**src/rtl/vwet_pkg.sv**
```systemverilog
package vwet_pkg;

    localparam int unsigned DATA_W = 16;
    localparam int unsigned SQ_W   = 31;   // (2^15)^2 fits in 31 bits unsigned
    localparam int unsigned MAX_DIM = 3;
    localparam int unsigned CFG_IDX_W = 3;

    // compare_mode codes
    localparam logic [1:0] MODE_SIGNED = 2'd0;
    localparam logic [1:0] MODE_ABS    = 2'd1;
    localparam logic [1:0] MODE_LEN    = 2'd2;

    // trigger_options bits
    localparam int unsigned OPT_LEAVE_BIT = 0;
    localparam int unsigned OPT_CONT_BIT  = 1;

    // register indexes
    localparam logic [CFG_IDX_W-1:0] CFG_LOWER_X = 3'd0;
    localparam logic [CFG_IDX_W-1:0] CFG_LOWER_Y = 3'd1;
    localparam logic [CFG_IDX_W-1:0] CFG_LOWER_Z = 3'd2;
    localparam logic [CFG_IDX_W-1:0] CFG_UPPER_X = 3'd3;
    localparam logic [CFG_IDX_W-1:0] CFG_UPPER_Y = 3'd4;
    localparam logic [CFG_IDX_W-1:0] CFG_UPPER_Z = 3'd5;
    localparam logic [CFG_IDX_W-1:0] CFG_MODE    = 3'd6;
    localparam logic [CFG_IDX_W-1:0] CFG_OPTS    = 3'd7;

    localparam logic signed [DATA_W-1:0] LOWER_RST = 16'sd0;
    localparam logic signed [DATA_W-1:0] UPPER_RST = 16'sd256;  // 1.0 in Q8.8

    typedef logic signed [DATA_W-1:0] t_q88;

    typedef struct packed {
        logic enable;
        t_q88 obs_x;
        t_q88 obs_y;
        t_q88 obs_z;
        t_q88 send_x;
        t_q88 send_y;
        t_q88 send_z;
    } t_in_beat;

    typedef struct packed {
        logic event_fire;
        logic condition_met;
        t_q88 event_x;
        t_q88 event_y;
        t_q88 event_z;
    } t_out_beat;

    // what one lane found for its component
    typedef struct packed {
        logic            sgn_in;
        logic            sgn_out;
        logic            abs_in;
        logic            abs_out;
        logic [SQ_W-1:0] sq_obs;
        logic [SQ_W-1:0] sq_lo;
        logic [SQ_W-1:0] sq_hi;
    } t_lane_res;

endpackage

```
**src/rtl/vwet_lane.sv**
```systemverilog
module vwet_lane (
    input  logic                i_clk,
    input  logic                i_load,
    input  vwet_pkg::t_q88      i_obs,
    input  vwet_pkg::t_q88      i_lo,
    input  vwet_pkg::t_q88      i_hi,
    output vwet_pkg::t_lane_res o_res
);
    import vwet_pkg::*;

    t_lane_res r_res;
    t_lane_res n_res;

    logic signed [2*DATA_W-1:0] w_p_obs;
    logic signed [2*DATA_W-1:0] w_p_lo;
    logic signed [2*DATA_W-1:0] w_p_hi;
    logic [DATA_W-2:0] w_a_obs;
    logic [DATA_W-2:0] w_a_lo;
    logic [DATA_W-2:0] w_a_hi;

    // saturating magnitude: most negative code maps to the largest positive one
    function automatic logic [DATA_W-2:0] sat_abs(input t_q88 v);
        logic [DATA_W-1:0] neg;
        neg = 16'(-v);
        if (v[DATA_W-1] && (v[DATA_W-2:0] == '0)) begin
            sat_abs = '1;
        end else if (v[DATA_W-1]) begin
            sat_abs = neg[DATA_W-2:0];
        end else begin
            sat_abs = v[DATA_W-2:0];
        end
    endfunction

    always_comb begin
        w_p_obs = i_obs * i_obs;
        w_p_lo  = i_lo * i_lo;
        w_p_hi  = i_hi * i_hi;
        w_a_obs = sat_abs(i_obs);
        w_a_lo  = sat_abs(i_lo);
        w_a_hi  = sat_abs(i_hi);

        n_res.sgn_in  = (i_obs >= i_lo) && (i_obs <= i_hi);
        n_res.sgn_out = (i_obs < i_lo) || (i_obs > i_hi);
        n_res.abs_in  = (w_a_obs >= w_a_lo) && (w_a_obs <= w_a_hi);
        n_res.abs_out = (w_a_obs < w_a_lo) || (w_a_obs > w_a_hi);
        n_res.sq_obs  = w_p_obs[SQ_W-1:0];
        n_res.sq_lo   = w_p_lo[SQ_W-1:0];
        n_res.sq_hi   = w_p_hi[SQ_W-1:0];
    end

    always_ff @(posedge i_clk) begin
        if (i_load) begin
            r_res <= n_res;
        end
    end

    assign o_res = r_res;

endmodule

```
**config.mk**
```make
export PLATFORM = sky130hd
export DESIGN_NAME = vwet_lane
export DESIGN_NICKNAME = d
export VERILOG_FILES = /design/src/rtl/vwet_pkg.sv /design/src/rtl/vwet_lane.sv
export SDC_FILE = /design/constraint.sdc
export NUM_CORES = 2
export LEC_CHECK = 0
export BUFFER_PORTS_ARGS = -buffer_cell sky130_fd_sc_hd__buf_2
export CORE_MARGIN = 4
export CORE_UTILIZATION = 30
export DETAILED_ROUTE_END_ITERATION = 6
export PLACE_DENSITY = 0.46
export SLEW_MARGIN = 20
export SYNTH_ARGS = -nofsm -noshare
export SYNTH_HDL_FRONTEND = slang
export SYNTH_SLANG_ARGS = --single-unit
```
**constraint.sdc**
```tcl
create_clock -name i_clk -period 6.5 [get_ports i_clk]
set_clock_uncertainty 0.2 [all_clocks]
set_input_delay 0 -clock i_clk [delete_from_list [all_inputs] [get_ports i_clk]]
set_output_delay 0 -clock i_clk [all_outputs]
set_load 0.02 [all_outputs]
```
# After elaboration in Yosys (flattened, before gate mapping)
# Cells that the tools add are included.
dict set report totals {
  wordCells 37
  reg_bits 97
  input_bits 50
  out_inout_bits 97
}
dict set report classes {
  n_mux 6
  mul 3
  reduce_logical 10
  n_addsub 3
  n_lt_le_gt_ge 8
}
# op count
set ops {}
lappend ops {{16-bit by 16-bit multiplier with 31-bit output} 3}
lappend ops {{15-bit 2-to-1 mux} 6}
lappend ops {{15-bit logical NOT} 3}
lappend ops {{15-bit negation} 3}
lappend ops {{16-bit >= comparator} 1}
lappend ops {{16-bit > comparator} 1}
lappend ops {{16-bit less-or-equal comparator} 1}
lappend ops {{16-bit < comparator} 1}
lappend ops {{15-bit >= comparator} 1}
lappend ops {{15-bit > comparator} 1}
lappend ops {{15-bit less-or-equal comparator} 1}
lappend ops {{15-bit < comparator} 1}
lappend ops {{1-bit logical AND} 5}
lappend ops {{1-bit logical OR} 2}

# Longest topological paths before layout
dict set report depth {
  word_depth 5
  mapped_depth 26
  ltp_nobuf 24
}

# Worst setup path after synthesis
# OpenSTA, ideal clock, no wires.
dict set report synth_timing {
  kind {input-to-reg}
  start {input port i_hi[15]}
  end {register r_res, in the netlist o_res[29], data pin}
  required_ns 6.027
  path_buffers 3
  cell_stages 23
  arrival_ns 6.038
  setup_time_ns 0.273
  slack_ns -0.011
  path_cell_list {clkbuf_1 -> inv_1 -> clkbuf_1 -> clkbuf_1 -> nor2_1 -> fa_1 -> inv_1 -> fa_1 -> inv_1 -> fa_1 -> fa_1 -> fa_1 -> inv_1 -> fa_1 -> inv_1 -> ha_1 -> nand4_1 -> nor3_1 -> o311ai_0 -> nand2_1 -> a21o_1 -> mux2i_1 -> o2111ai_1}
}
# element line
set synth_lines {}
lappend synth_lines {{from (decl)} vwet_lane.sv:6} ;# input vwet_pkg::t_q88 i_hi,
lappend synth_lines {{to (signal assigned)} vwet_lane.sv:53} ;# r_res <= n_res;
lappend synth_lines {{to (decl)} vwet_lane.sv:11} ;# t_lane_res r_res;

==> reports/results.txt <==
Outcome -> finished, final reports clean
Die area -> 108900 sq um
Worst Path Buf+Inv -> 8
Setup crit start kind -> input port
Pre-Repair DR Iteration Count -> 5
Final wirelength -> 83.12 mm
Number of flip-flops in the largest register -> 94
Netlist cell types -> 73
Slew Viols, Final -> 0
I/O pin count -> 147
Final global-route overflow total -> 0
Fmax -> 0.1613 GHz
Ys async rst share -> 0%
Largest cells by area after synthesis -> fa_1 44%, ha_1 13%, inv_1 12%
Via count -> 21930
Fillers -> 10860
Initial detailed-routing violation count -> 1087
Clk sink count -> 94
Final Worst Setup Slack -> 0.3017 ns
Mapped Area -> 31100 sq um
Syn_area_per_cell -> 9.372 sq um
Core box area -> 102300 sq um
Synth cell count leaders -> 959 x inv_1, 687 x fa_1, 324 x ha_1
Die Y -> 330 um
DRC viols -> 0
CP Max Fanout -> 4
Area post-placement -> 34730 sq um
Storage cell area -> 2823 sq um
Hold Crit Class -> in -> reg
Die Wd -> 330 um
Clk root buf -> clkbuf_16
Fin crit period -> 6.198 ns
Number of nets in the layout -> 4651
Dpl ws -> -0.04504 ns
Site row count -> 117
Count leader, synth -> inv_1
Dpl hpwl -> 72.22 mm
Final setup fails -> 0
Global-route wire length before repair -> 134.6 mm
Multi-input logic area -> 24280 sq um
CP Class -> in -> reg
Avg WL per Cell -> 16.72 um
Final hold vios -> 0
P&R area growth vs syn -> 12.86%
Slowest stage cell on the critical path -> fa_1
Worst setup EP type -> flip-flop
Clk buf depth -> 2
Vias in the first global route -> 24250
Slew margin rel. -> 40.73%
I/O Buffers -> 143
GRT Total Usage -> 16.13%
CTS Buf Count -> 9
TritonCTS clock tree -> built
Worst slew pin tran -> 0.8890 ns
CTS clock-pin slew for the worst setup and hold paths -> 0.08 ns
Cells after Synth -> 3319
Share of cells above drive strength 1 -> 11.27%
Synth Warn # -> 0
Number of synthesized register bits -> 94
WP data required -> 6.47 ns
Ys flop type -> edfxtp_1
Post-synthesis sequential area ratio -> 9.075%
CTS HTree Levels -> 3
Max-cap violations -> 0
Antenna violations before repair -> 12
CP Data Arrival Time -> 6.17 ns
Via density -> 4.412
Setup TNS -> 0 ns
Starting density of the core -> 30.40%
GPL Wtd Cong -> 0.8571
Largest net degree at the start of global routing -> 57
Worst path top cell family by delay -> adder cells
Synth area leader -> fa_1
Yosys top cell area share -> 44.22%
Final period util -> 95.36%
Slowest Stage Delay on Critical Path -> 0.55 ns
Most used cell, CP -> fa_1
DRT antenna net count -> 0
Finished Cell Area -> 35110 sq um
Post-synth EDFFs -> 94
## stage by stage
stage	cells	hold slack [ns]	utilization, %
6_report	4970	0.03020	34.31
4_1_cts	4962	0.02502	34.24
2_1_floorplan	3321	-0.1011	-
3_5_place_dp	4942	0.1997	33.94
3_3_place_gp	4942	0.2036	33.94
5_1_grt	4967	0.06272	34.30
## layout make-up
class / count / area share, %
inverters: 982 / 10.51
diodes: 7 / 0.04990
clock buffers: 9 / 0.6415
clock inverters: 7 / 0.1176
flip-flops and latches: 94 / 8.040
repair buffers: 347 / 6.601
multi-input cells: 2156 / 69.16
well taps: 1368 / 4.876
## worst paths after layout
kind                  slack, ns  cells past startpoint  startpoint        end
worst min-delay path       0.03                      1      i_load  o_res[43]
worst max-delay path       0.30                     25     i_lo[1]  o_res[61]
## cells by family after synthesis
| family | count (synthesis) | synth area share [%] |
|---|---|---|
| adder cells (fa/ha/maj) | 1011 | 57.25 |
| flip-flops | 94 | 9.075 |
| buffers and inverters | 1071 | 13.02 |
| AO/OA/AOI/OAI | 304 | 6.416 |
| multiplexers | 4 | 0.1408 |
| XOR/XNOR | 163 | 4.590 |
| AND/OR/NAND/NOR | 671 | 9.493 |
| other | 1 | 0.01206 |
## placed cells by master (no fill, tap or decap), drive strengths merged, types with 9 or more instances in the layout
master  instances
nand3          18
nand4          18
a21o           49
clkbuf          9
o21ai          52
or2             9
clkinv         26
a31o           12
nor3           26
o21a           21
o31ai          10
o21bai         18
nor2          229
edfxtp         94
xor2           30
nor2b          12
and2           33
inv           961
a21oi          94
ha            324
buf           343
fa            687
nand2b         13
xnor2         133
nand2         277
## routing by layer
| metal | GRT usage [%] | up-vias | share of wire (%) |
|---|---|---|---|
| met5 | 0 | - | 0.049 |
| met4 | 3.583 | 6 | 1.6 |
| met3 | 2.305 | 64 | 3.4 |
| met2 | 27.25 | 278 | 48 |
| met1 | 22.04 | 11130 | 47 |
| li1 | - | 10450 | - |
## repair_timing
item	4_1_cts	5_1_grt
buffers inserted	0	1
hold endpoints to repair	4	0
hold buffers	4	0
setup endpoints to repair	0	10
gates resized for setup	0	12
Power is not shown: default switching activity piles up to over one toggle a cycle in this logic, so the estimate is an artifact.
