===== src/rtl/vwet_pkg.sv =====
package vwet_pkg;

    localparam int unsigned DATA_W = 16;
    localparam int unsigned SQ_W   = 31;   // (2^15)^2 fits in 31 bits unsigned
    localparam int unsigned MAX_DIM = 3;
    localparam int unsigned CFG_IDX_W = 3;

    // compare_mode codes
    localparam logic [1:0] MODE_SIGNED = 2'd0;
    localparam logic [1:0] MODE_ABS    = 2'd1;
    localparam logic [1:0] MODE_LEN    = 2'd2;

    // trigger_options bits
    localparam int unsigned OPT_LEAVE_BIT = 0;
    localparam int unsigned OPT_CONT_BIT  = 1;

    // register indexes
    localparam logic [CFG_IDX_W-1:0] CFG_LOWER_X = 3'd0;
    localparam logic [CFG_IDX_W-1:0] CFG_LOWER_Y = 3'd1;
    localparam logic [CFG_IDX_W-1:0] CFG_LOWER_Z = 3'd2;
    localparam logic [CFG_IDX_W-1:0] CFG_UPPER_X = 3'd3;
    localparam logic [CFG_IDX_W-1:0] CFG_UPPER_Y = 3'd4;
    localparam logic [CFG_IDX_W-1:0] CFG_UPPER_Z = 3'd5;
    localparam logic [CFG_IDX_W-1:0] CFG_MODE    = 3'd6;
    localparam logic [CFG_IDX_W-1:0] CFG_OPTS    = 3'd7;

    localparam logic signed [DATA_W-1:0] LOWER_RST = 16'sd0;
    localparam logic signed [DATA_W-1:0] UPPER_RST = 16'sd256;  // 1.0 in Q8.8

    typedef logic signed [DATA_W-1:0] t_q88;

    typedef struct packed {
        logic enable;
        t_q88 obs_x;
        t_q88 obs_y;
        t_q88 obs_z;
        t_q88 send_x;
        t_q88 send_y;
        t_q88 send_z;
    } t_in_beat;

    typedef struct packed {
        logic event_fire;
        logic condition_met;
        t_q88 event_x;
        t_q88 event_y;
        t_q88 event_z;
    } t_out_beat;

    // what one lane found for its component
    typedef struct packed {
        logic            sgn_in;
        logic            sgn_out;
        logic            abs_in;
        logic            abs_out;
        logic [SQ_W-1:0] sq_obs;
        logic [SQ_W-1:0] sq_lo;
        logic [SQ_W-1:0] sq_hi;
    } t_lane_res;

endpackage


===== src/rtl/vwet_merge.sv =====
module vwet_merge #(
    parameter int unsigned DIM = 3
) (
    input  logic                i_clk,
    input  logic                i_rst_n,
    input  logic                i_load,
    input  vwet_pkg::t_lane_res i_lane [DIM],
    input  logic                i_enable,
    input  vwet_pkg::t_q88      i_send_x,
    input  vwet_pkg::t_q88      i_send_y,
    input  vwet_pkg::t_q88      i_send_z,
    input  logic [1:0]          i_mode,
    input  logic [1:0]          i_opts,
    output vwet_pkg::t_out_beat o_res
);
    import vwet_pkg::*;

    localparam int unsigned SUM_W = SQ_W + $clog2(DIM);

    logic             r_armed;
    logic             n_armed;
    t_out_beat        r_res;
    t_out_beat        n_res;
    logic [SUM_W-1:0] w_so;
    logic [SUM_W-1:0] w_sl;
    logic [SUM_W-1:0] w_sh;
    logic             w_any_sgn_in;
    logic             w_any_sgn_out;
    logic             w_any_abs_in;
    logic             w_any_abs_out;
    logic             w_leave;
    logic             w_cond;
    logic             w_fire;

    always_comb begin
        w_so = '0;
        w_sl = '0;
        w_sh = '0;
        w_any_sgn_in  = 1'b0;
        w_any_sgn_out = 1'b0;
        w_any_abs_in  = 1'b0;
        w_any_abs_out = 1'b0;
        for (int d = 0; d < DIM; d++) begin
            w_so = w_so + SUM_W'(i_lane[d].sq_obs);
            w_sl = w_sl + SUM_W'(i_lane[d].sq_lo);
            w_sh = w_sh + SUM_W'(i_lane[d].sq_hi);
            w_any_sgn_in  = w_any_sgn_in  | i_lane[d].sgn_in;
            w_any_sgn_out = w_any_sgn_out | i_lane[d].sgn_out;
            w_any_abs_in  = w_any_abs_in  | i_lane[d].abs_in;
            w_any_abs_out = w_any_abs_out | i_lane[d].abs_out;
        end

        w_leave = i_opts[OPT_LEAVE_BIT];
        case (i_mode)
            MODE_SIGNED: begin
                w_cond = w_leave ? w_any_sgn_out : w_any_sgn_in;
            end
            MODE_ABS: begin
                w_cond = w_leave ? w_any_abs_out : w_any_abs_in;
            end
            MODE_LEN: begin
                w_cond = w_leave ? ((w_so <= w_sl) || (w_so >= w_sh))
                                 : ((w_so >= w_sl) && (w_so <= w_sh));
            end
            default: begin
                w_cond = 1'b0;
            end
        endcase

        w_fire  = i_enable && w_cond && (!r_armed || i_opts[OPT_CONT_BIT]);
        n_armed = i_enable ? w_cond : r_armed;

        n_res.event_fire    = w_fire;
        n_res.condition_met = i_enable && w_cond;
        n_res.event_x       = w_fire ? i_send_x : '0;
        n_res.event_y       = w_fire ? i_send_y : '0;
        n_res.event_z       = w_fire ? i_send_z : '0;
    end

    always_ff @(posedge i_clk) begin
        if (!i_rst_n) begin
            r_armed <= 1'b0;
        end else if (i_load) begin
            r_armed <= n_armed;
        end
    end

    always_ff @(posedge i_clk) begin
        if (i_load) begin
            r_res <= n_res;
        end
    end

    assign o_res = r_res;

endmodule


===== config.mk =====
export PLATFORM = sky130hd
export DESIGN_NAME = vwet_merge
export DESIGN_NICKNAME = d
export VERILOG_FILES = /design/src/rtl/vwet_pkg.sv /design/src/rtl/vwet_merge.sv
export SDC_FILE = /design/constraint.sdc
export NUM_CORES = 1
export LEC_CHECK = 0
export BUFFER_PORTS_ARGS = -buffer_cell sky130_fd_sc_hd__buf_4
export CAP_MARGIN = 20
export CORE_AREA = 2 2 153 155
export DETAILED_ROUTE_END_ITERATION = 7
export DIE_AREA = 0 0 155 157
export PLACE_DENSITY = 0.82
export SYNTH_ARGS = -nofsm -noshare
export SYNTH_HDL_FRONTEND = slang
export SYNTH_SLANG_ARGS = --single-unit

===== constraint.sdc =====
create_clock -name i_clk -period 17.4 [get_ports i_clk]
set_clock_uncertainty 0.1 [all_clocks]
set_input_delay 0.87 -clock i_clk [delete_from_list [all_inputs] [get_ports i_clk]]
set_output_delay 0.87 -clock i_clk [all_outputs]
set_load 0.02 [all_outputs]

# After elaboration in Yosys (flattened, before gate mapping)
# Cells that the tools add are included.
dict set report totals {
  reg_bits 51
  inputBits 347
  wordCells 38
}
dict set report op_classes {
  n_addsub 6
  order_cmp 4
  eq_ne 2
  muxes 4
  bitwise_logic 8
  reduce_logical 8
}
# op n
set op_table {}
lappend op_table {{adder 32 x 31 -> 33 bit} 3}
lappend op_table {{adder 31 x 31 -> 32 bit} 3}
lappend op_table {{>= comparator 33 bit} 2}
lappend op_table {{<= comparator 33 bit} 2}
lappend op_table {{OR 1 bit} 8}
lappend op_table {{logical AND 1 bit} 3}
lappend op_table {{2-to-1 mux 1 bit} 3}
lappend op_table {{one-hot mux 1 bit (3 select lines)} 1}
lappend op_table {{equality test 2 x 1 -> 1 bit (second input constant)} 1}
lappend op_table {{equality test 2 bit (second input constant)} 1}
lappend op_table {{logical NOT 2 bit} 1}
lappend op_table {{logical OR 1 bit} 2}
lappend op_table {{AND reduction 2 bit} 1}
lappend op_table {{logical NOT 1 bit} 1}

# Depth between registers and ports, before layout
# Gate-level depths: netlist (run 1).
dict set report depth {
  word_depth 8
  ltp_mapped 25
  depth_no_buf 24
}

# Least setup slack after synthesis (run 1)
# No wires, ideal clock.
dict set report synth_path {
  kind {in2reg}
  start {input i_lane[73] (netlist name)}
  end {register r_res, in the netlist o_res[49], data pin}
  setup_ns 0.169
  arrival_ns 5.885
  required_time_ns 17.131
  setup_slack_ns 11.246
  stages 22
  path_buffers 1
  cell_sequence {fa_1 > ha_1 > a211oi_1 > o211ai_1 > a221oi_1 > o21ai_2 > a21bo_2 > a21oi_1 > o211ai_1 > a311o_1 > a21o_1 > o21ba_2 > ha_1 > nand2_1 > or3_1 > o21ai_0 > or3_1 > a221oi_2 > o211ai_1 > clkbuf_1 > o21ai_0 > o31ai_1}
}
# element line_no
set synth_rtl {}
lappend synth_rtl {{start: declaration} vwet_merge.sv:7} ;# input vwet_pkg::t_lane_res i_lane [DIM],
lappend synth_rtl {{end signal: assignment} vwet_merge.sv:90} ;# r_res <= n_res;
lappend synth_rtl {{end: declaration} vwet_merge.sv:22} ;# t_out_beat r_res;

# Worst setup path in the final report (run 1)
dict set report layout_path {
  start {input i_lane[1] (netlist name)}
  end {register r_res, in the netlist o_res[15], data pin}
}
dict set report layout_between {
  elab_chain_cells 7
  elab_cells_between_ends 9
}
# element line_no
set layout_lines {}
lappend layout_lines {{adder 32 x 31 -> 33 bit *} vwet_merge.sv:46} ;# w_sh = w_sh + SUM_W'(i_lane[d].sq_hi);
lappend layout_lines {{<= comparator 33 bit or >= comparator 33 bit (tied branches)} {vwet_merge.sv:63, vwet_merge.sv:62}}
lappend layout_lines {{logical AND 1 bit or logical OR 1 bit (tied branches)} {vwet_merge.sv:63, vwet_merge.sv:62}}
lappend layout_lines {{2-to-1 mux 1 bit *} vwet_merge.sv:62} ;# w_cond = w_leave ? ((w_so <= w_sl) || (w_so >= w_sh))
lappend layout_lines {{one-hot mux 1 bit (3 select lines) *} vwet_merge.sv:54} ;# case (i_mode)
lappend layout_lines {{logical AND 1 bit * (2 in a row)} vwet_merge.sv:70} ;# w_fire = i_enable && w_cond && (!r_armed || i_opts[OPT_CONT_BIT]);
# Every way passes the cells marked *; elsewhere a longest branch is shown, timed or not.
# A chain may end at the register's enable or synchronous reset.

==> impl_results.md, run 1 <==
- Status: finished, final reports clean
- Hold Path Depth: 4
- Register-to-register setup slack: 15.77 ns
- Power Total: 1220 µW
- Initial antenna violation count: 0
- Min Tclk post-route: 7.46 ns
- Number of global-route vias before repair: 10,400
- Net switching power figure: 587 µW
- Asr flop ratio synth: 0%
- Routability cong.: 0.932
- Sequential fraction of the synthesis area: 14.4%
- Syn_area_per_cell: 8.98 µm²
- Largest net degree at the start of global routing: 55
- Syn Inst Count: 1,177
- Netlist Area Pre-Place: 0.0106 mm²
- Chip height: 157 µm
- Global-route wire length before repair: 50,800 µm
- Synth Register Bits: 51
- Worst-margin pin slew: 0.867 ns
- Drt pass-1 iters: 5
- Final WL: 32,800 µm
- Worst-Skew Late Latency: 0.29 ns
- CP startpoint kind: primary input
- Comb pwr share: 78.5%
- Sum Neg Setup Slack: 0 ns
- Post-CTS Resized: 0
- DR iter-0 viols: 639
- Dpl hpwl: 27,600 µm
- R2r worst-path depth: 5
- CTS Buffer Depth: 2
- Critical path peak fanout: 51
- Library cells used by synthesis: 70
- CTS tree: yes
- Switching share of power: 48.2%
- Cell taking the most area after synthesis: fa_1
- Area Growth Syn to Fin: 32.2%
- Clk pwr share: 9.1%
- Pleak: 0.00648 µW
- I/O Buffers: 396
- Peak VDD IR: 0.0000487 V
- Final #Nets: 2,141
- Clock sink count: 51
- Int Pwr: 630 µW
- Rel. slew slack: 42.2%
- Antenna cells: 0
- Hold path start: r_armed
- Drc violations: 0
- Top post-synthesis cells by count: ha_1, a21oi_1, fa_1, o21ai_0, nand2_1
- Slew Viols, Final: 0
- Final period util: 42.9%
- Antenna viol nets, final: 0
- Routed vias: 10,700
- Row count: 55
- Synth top area cells: fa_1, ha_1, edfxtp_1, a21oi_1, o21ai_0
- Yosys Warn Count: 0
- # Max-Cap Violations: 0
- Initial Utilization: 47.0%
- Die W: 155 µm
- Top cell type's share of synthesized area: 18.2%
- CORE AREA: 0.0225 mm²
- GRT Residual Overflow: 0
- Worst Hold Endpoint: r_armed
- H-tree Lvls: 2
- Layout cells sized above 1: 27.5%
- Worst r2r dst: o_res[30]
- Synth Flop Type: edfxtp_1
- Worst r2r src: r_armed
- Fmax: 0.134 GHz
- Syn_nets: 1,772
- Worst min path class: reg -> reg
- RSZ-0062 raised after global routing: false
- Fillers: 1,847
- Clock transition at the registers of the reported paths: 0.07 ns
- Clk root buf: clkbuf_16
- P per Cell Area: 87.1 mW/mm²
- WP data arrival: 7.36 ns
- Ports: 397
- Post-synth EDFFs: 50
- Reg power frac: 12.4%
- Final setup viols: 0
- Top-count cell post-synth: ha_1
- CP Launch Point: i_lane[1]
- CP Class: in -> reg
- Hold buffer count at cts: 0
- CP endpoint kind: flop
- Post-CTS Setup Inserts: 0
- GR Util All Layers: 25.7%
- CTS buffer count: 5
- Worst EP required: 17.29 ns
- Total die area: 0.0243 mm²
- DR vias/cell: 5.84
- DR WL/cell: 17.9 µm
- Final Hold Viols: 0
-- worst max-delay path, stage by stage --
cell       delay, ns
buf_4           0.12
fa_1            0.48
ha_1            0.25
fa_1            0.42
a21o_1          0.20
a21oi_1         0.26
o21ai_0         0.11
a21boi_0        0.36
a31oi_1         0.20
a21oi_1         0.28
o31ai_1         0.22
a2111oi_0       0.56
nor2_1          0.11
a311oi_1        0.29
ha_1            0.28
and4_1          0.21
a221oi_1        0.29
o221a_2         0.24
buf_4           0.45
a311o_2         0.86
o21ai_0         0.24
-- power by group through the flow --
stage	combinational (µW)	sequential, µW	clock (µW)
final	956	151	110
after global routing	1070	152	113
after CTS	945	152	110
after detailed placement	939	154	0
after global placement	911	154	0
after floorplan	654	165	0
-- through the flow --
stage | std cells | hold slack (ns) | worst slack (ns) | instance area, µm² | utilization, %
after global placement | 1823 | 0.492 | 9.87 | 13800 | 61.3
after floorplan | 1177 | 0.469 | 11.25 | 10600 | -
final | 1831 | 0.515 | 9.94 | 14000 | 62.1
after detailed placement | 1823 | 0.500 | 9.75 | 13800 | 61.3
after global routing | 1831 | 0.624 | 9.29 | 14000 | 62.1
after CTS | 1830 | 0.515 | 10.01 | 14000 | 62.0
-- how the worst max path moves through the flow --
| stage | to | cells after the start | slack [ns] |
|---|---|---|---|
| after CTS | o_res[31] | 21 | 10.01 |
| after floorplan | o_res[49] | 22 | 11.25 |
| after global routing | o_res[15] | 21 | 9.29 |
| after detailed placement | o_res[15] | 21 | 9.75 |
| final | o_res[15] | 21 | 9.94 |
| after global placement | o_res[26] | 21 | 9.87 |
-- layout make-up --
cell class | instances | area [µm²] | area share [%]
sequential | 51 | 1520 | 10.9
inverter | 43 | 161 | 1.15
timing repair buffer | 401 | 3020 | 21.6
multi-input combinational | 1044 | 8750 | 62.6
clock inverter | 2 | 37.5 | 0.269
tap | 285 | 357 | 2.55
clock buffer | 5 | 125 | 0.895
-- routing by layer --
metal | wire length, µm | up-vias | global-route usage [%]
met5 | 0 | - | 0
met4 | 646 | 0 | 5.91
met3 | 2200 | 40 | 2.51
met2 | 16500 | 470 | 47.2
met1 | 13400 | 5023 | 32.5
li1 | - | 5155 | -
-- cell usage in the layout, fill, tap and decap left out, drive strengths merged, types with 3 or more instances in the layout --
cell,count
and3,62
buf,401
a31oi,7
ha,152
a311oi,3
nand4,16
xnor2,53
nor4,3
a221oi,5
xor2,28
a2111oi,3
nor3,26
nand3b,3
o21bai,18
inv,43
a21boi,4
fa,96
and2,7
nand2,85
a211o,4
nand3,23
a21oi,103
o211ai,59
or3,8
nand2b,13
a21o,36
clkbuf,5
o21a,14
o211a,3
a211oi,9
edfxtp,50
nor2b,8
nor2,50
o31ai,9
o21ai,102
-- cell families after synthesis --
group / synth area share, %
xor gates and xnor gates: 6.71
AOI/OAI and AO/OA: 24.5
and+or+nand+nor: 14.8
muxes: 0.189
adders and majority gates: 36.4
buffers and inverters: 3.05
DFF: 14.4
-- registers in the layout (all words and copies together) (netlist names) --
signal	cells
r_armed	1
o_res	50
Power figures use the tool's default switching activity.
==> run 2: changes to the inputs <==
--- a/config.mk
+++ b/config.mk
@@ -5,12 +5,13 @@
 export SDC_FILE = /design/constraint.sdc
 export NUM_CORES = 1
 export LEC_CHECK = 0
+export ABC_AREA = 1
 export BUFFER_PORTS_ARGS = -buffer_cell sky130_fd_sc_hd__buf_4
 export CAP_MARGIN = 20
-export CORE_AREA = 2 2 153 155
+export CORE_AREA = 2 2 154 156
 export DETAILED_ROUTE_END_ITERATION = 7
-export DIE_AREA = 0 0 155 157
-export PLACE_DENSITY = 0.82
+export DIE_AREA = 0 0 156 158
+export PLACE_DENSITY = 0.81
 export SYNTH_ARGS = -nofsm -noshare
 export SYNTH_HDL_FRONTEND = slang
 export SYNTH_SLANG_ARGS = --single-unit
==> constraint.sdc (replaced) <==
create_clock -name i_clk -period 6.4 [get_ports i_clk]
set_clock_uncertainty 0.1 [all_clocks]
set_input_delay 0.32 -clock i_clk [delete_from_list [all_inputs] [get_ports i_clk]]
set_output_delay 0.32 -clock i_clk [all_outputs]
set_load 0.02 [all_outputs]
==> run 2 against run 1 <==
Sequential power grew to 2.7 times the previous value. Routed wire length shrank 8.4%. Die area up 1.3%. Total power up 150%. Global-route usage is 2.3 points lower. Critical endpoint is now o_res[19].
==> impl_results.md, run 2 <==
- Initial antenna violation count: 0
- Routability cong.: 0.925
- Worst-Skew Late Latency: 0.29 ns
- Final WL: 30,000 µm
- DR vias/cell: 5.14
- Adder-Cell Fraction of Synth Area: 38.8%
- Top post-synthesis cells by count: nand2_1, ha_1, inv_1
- Library cells used by synthesis: 51
- Clk root buf: clkbuf_16
- Final period util: 90.8%
- Synth Flop Type: edfxtp_1
- CORE AREA: 0.0231 mm²
- Min Tclk post-route: 5.81 ns
- Peak VDD IR: 0.000116 V
- Total die area: 0.0246 mm²
- Yosys Warn Count: 0
- Simple-Gate Fraction of Synth Area: 19.5%
- Post-synth EDFFs: 50
- Dpl hpwl: 27,100 µm
- Pleak: 0.00676 µW
- Post-CTS Setup Inserts: 0
- Clock transition at the registers of the reported paths: 0.07 ns
- Cell taking the most area after synthesis: fa_1
- Largest net degree at the start of global routing: 52
- Worst-margin pin slew: 0.658 ns
- Status: finished, final reports clean
- P per Cell Area: 228 mW/mm²
- Drc violations: 0
- Final #Nets: 2,175
- CP Class: in -> reg
- # Max-Cap Violations: 0
- Ports: 397
- Worst EP required: 6.33 ns
- RSZ-0062 raised after global routing: false
- Antenna viol nets, final: 0
- Area Growth Syn to Fin: 35.1%
- Top cell type's share of synthesized area: 19.5%
- Initial Utilization: 42.8%
- Asr flop ratio synth: 0%
- Die W: 156 µm
- Fmax: 0.172 GHz
- DR WL/cell: 16.1 µm
- CTS tree: yes
- Syn Inst Count: 1,181
- Layout cells sized above 1: 28.2%
- Hold_ws: 0.226 ns
- Sum Neg Setup Slack: 0 ns
- Critical Path Max Stage Delay: 0.47 ns
- Clock sink count: 51
- Post-CTS Resized: 0
- Commonest non-fill, non-tap cell in the layout: buf_4
- CTS Buffer Depth: 2
- Sequential fraction of the synthesis area: 15.4%
- Final Util: 57.8%
- Design area: 0.0133 mm²
- Final Hold Viols: 0
- GR Util All Layers: 23.4%
- Critical path peak fanout: 49
- Crit path top cell by count: nand2_1
- Power Total: 3040 µW
- Compound-Gate Fraction of Synth Area: 13.2%
- Worst-path cell with the longest stage delay: fa_1
- CP startpoint kind: primary input
- Mux share of post-synthesis cell area: 0%
- CP endpoint kind: flop
- Final setup viols: 0
- DR iter-0 viols: 408
- Slew Viols, Final: 0
- Rel. slew slack: 56.1%
- Largest family of logic cells by synthesized area: adder cells
- Hold buffer count at cts: 0
- Antenna cells: 0
- Worst min path class: in -> reg
- Commonest cells after routing, fill and taps aside: buf_4, nand2_1, ha_1, inv_1, a21oi_1
- WP data arrival: 5.74 ns
- CTS buffer count: 5
- Syn_nets: 1,776
- Drt pass-1 iters: 5
- I/O Buffers: 396
- GRT Residual Overflow: 0
- Routed vias: 9,614
- Netlist Area Pre-Place: 0.00986 mm²
- Largest register FFs: 50
- Global-route wire length before repair: 46,400 µm
- Number of global-route vias before repair: 9,763
- Top-count cell post-synth: nand2_1
- Syn_area_per_cell: 8.35 µm²
- Placed inst area: 0.0132 mm²
- Post-synthesis xor/xnor area fraction: 7.20%
- Synth top area cells: fa_1, ha_1, edfxtp_1, nand2_1, a21oi_1
- H-tree Lvls: 2
- Row count: 56
- Synth Register Bits: 51
- Chip height: 158 µm
## run 2: cell count changes after synthesis, sizes merged, moves of 13 or more
cell / delta
a21oi: +20
inv: +99
xnor2: -18
nand3: +18
o21ai: -61
o211ai: -56
nand2: +141
clkbuf: -34
xor2: +18
nor2: +61
and3: -59
a21o: -26
nand2b: -13
nor3: -18
## run 2: cells by family (layout without fill, tap and decap cells)
group                    Yosys count  in the layout
buffers and inverters            147            547
flip-flops                        51             51
AO/OA/AOI/OAI                    228            228
XOR/XNOR                          81             81
adder cells (fa/ha/maj)          248            248
AND/OR/NAND/NOR                  426            426
## run 2: stage by stage
| step | cells | setup slack [ns] |
|---|---|---|
| after global routing | 1871 | 0.0607 |
| final | 1871 | 0.591 |
| after global placement | 1863 | 0.553 |
| after CTS | 1871 | 0.635 |
| after detailed placement | 1863 | 0.343 |
| after floorplan | 1181 | 1.31 |
## run 2: cell type report
class / instances / area [µm²]
Sequential cell: 51 / 1520
Clock inverter: 3 / 18.8
Multi-Input combinational cell: 983 / 7760
Inverter: 142 / 533
Timing Repair Buffer: 397 / 2990
Tap cell: 290 / 363
Fill cell: 2043 / 9740
Clock buffer: 5 / 125
## run 2: critical path, delay by kind of cell
family	cells	cell delay [ns]
compound gates	10	2.30
xor+xnor	1	0.19
fa+ha+maj	4	1.41
buf+inv	2	0.37
simple gates	13	1.12
## run 2: path summary, 6_finish.rpt
| check | startpoint | to | slack [ns] | cells past startpoint |
|---|---|---|---|---|
| setup / recovery | i_lane[1] | o_res[19] | 0.59 | 30 |
| hold / removal | i_send_x[8] | o_res[40] | 0.23 | 3 |
| setup reg to reg | r_armed | o_res[19] | 5.00 | 6 |
| hold reg to reg | r_armed | r_armed | 0.47 | 4 |
## run 2: metal layers
layer / wire length, µm / global-route usage [%]
met5: 0 / 0
met4: 563 / 4.85
met3: 1680 / 2.22
met2: 15500 / 43.5
met1: 12300 / 29.5
## run 2: where the power goes
group	total (µW)	switching (µW)	internal [µW]
logic	2370	1370	1000
registers	404	8.06	396
clock network	265	120	145
total	3040	1490	1540
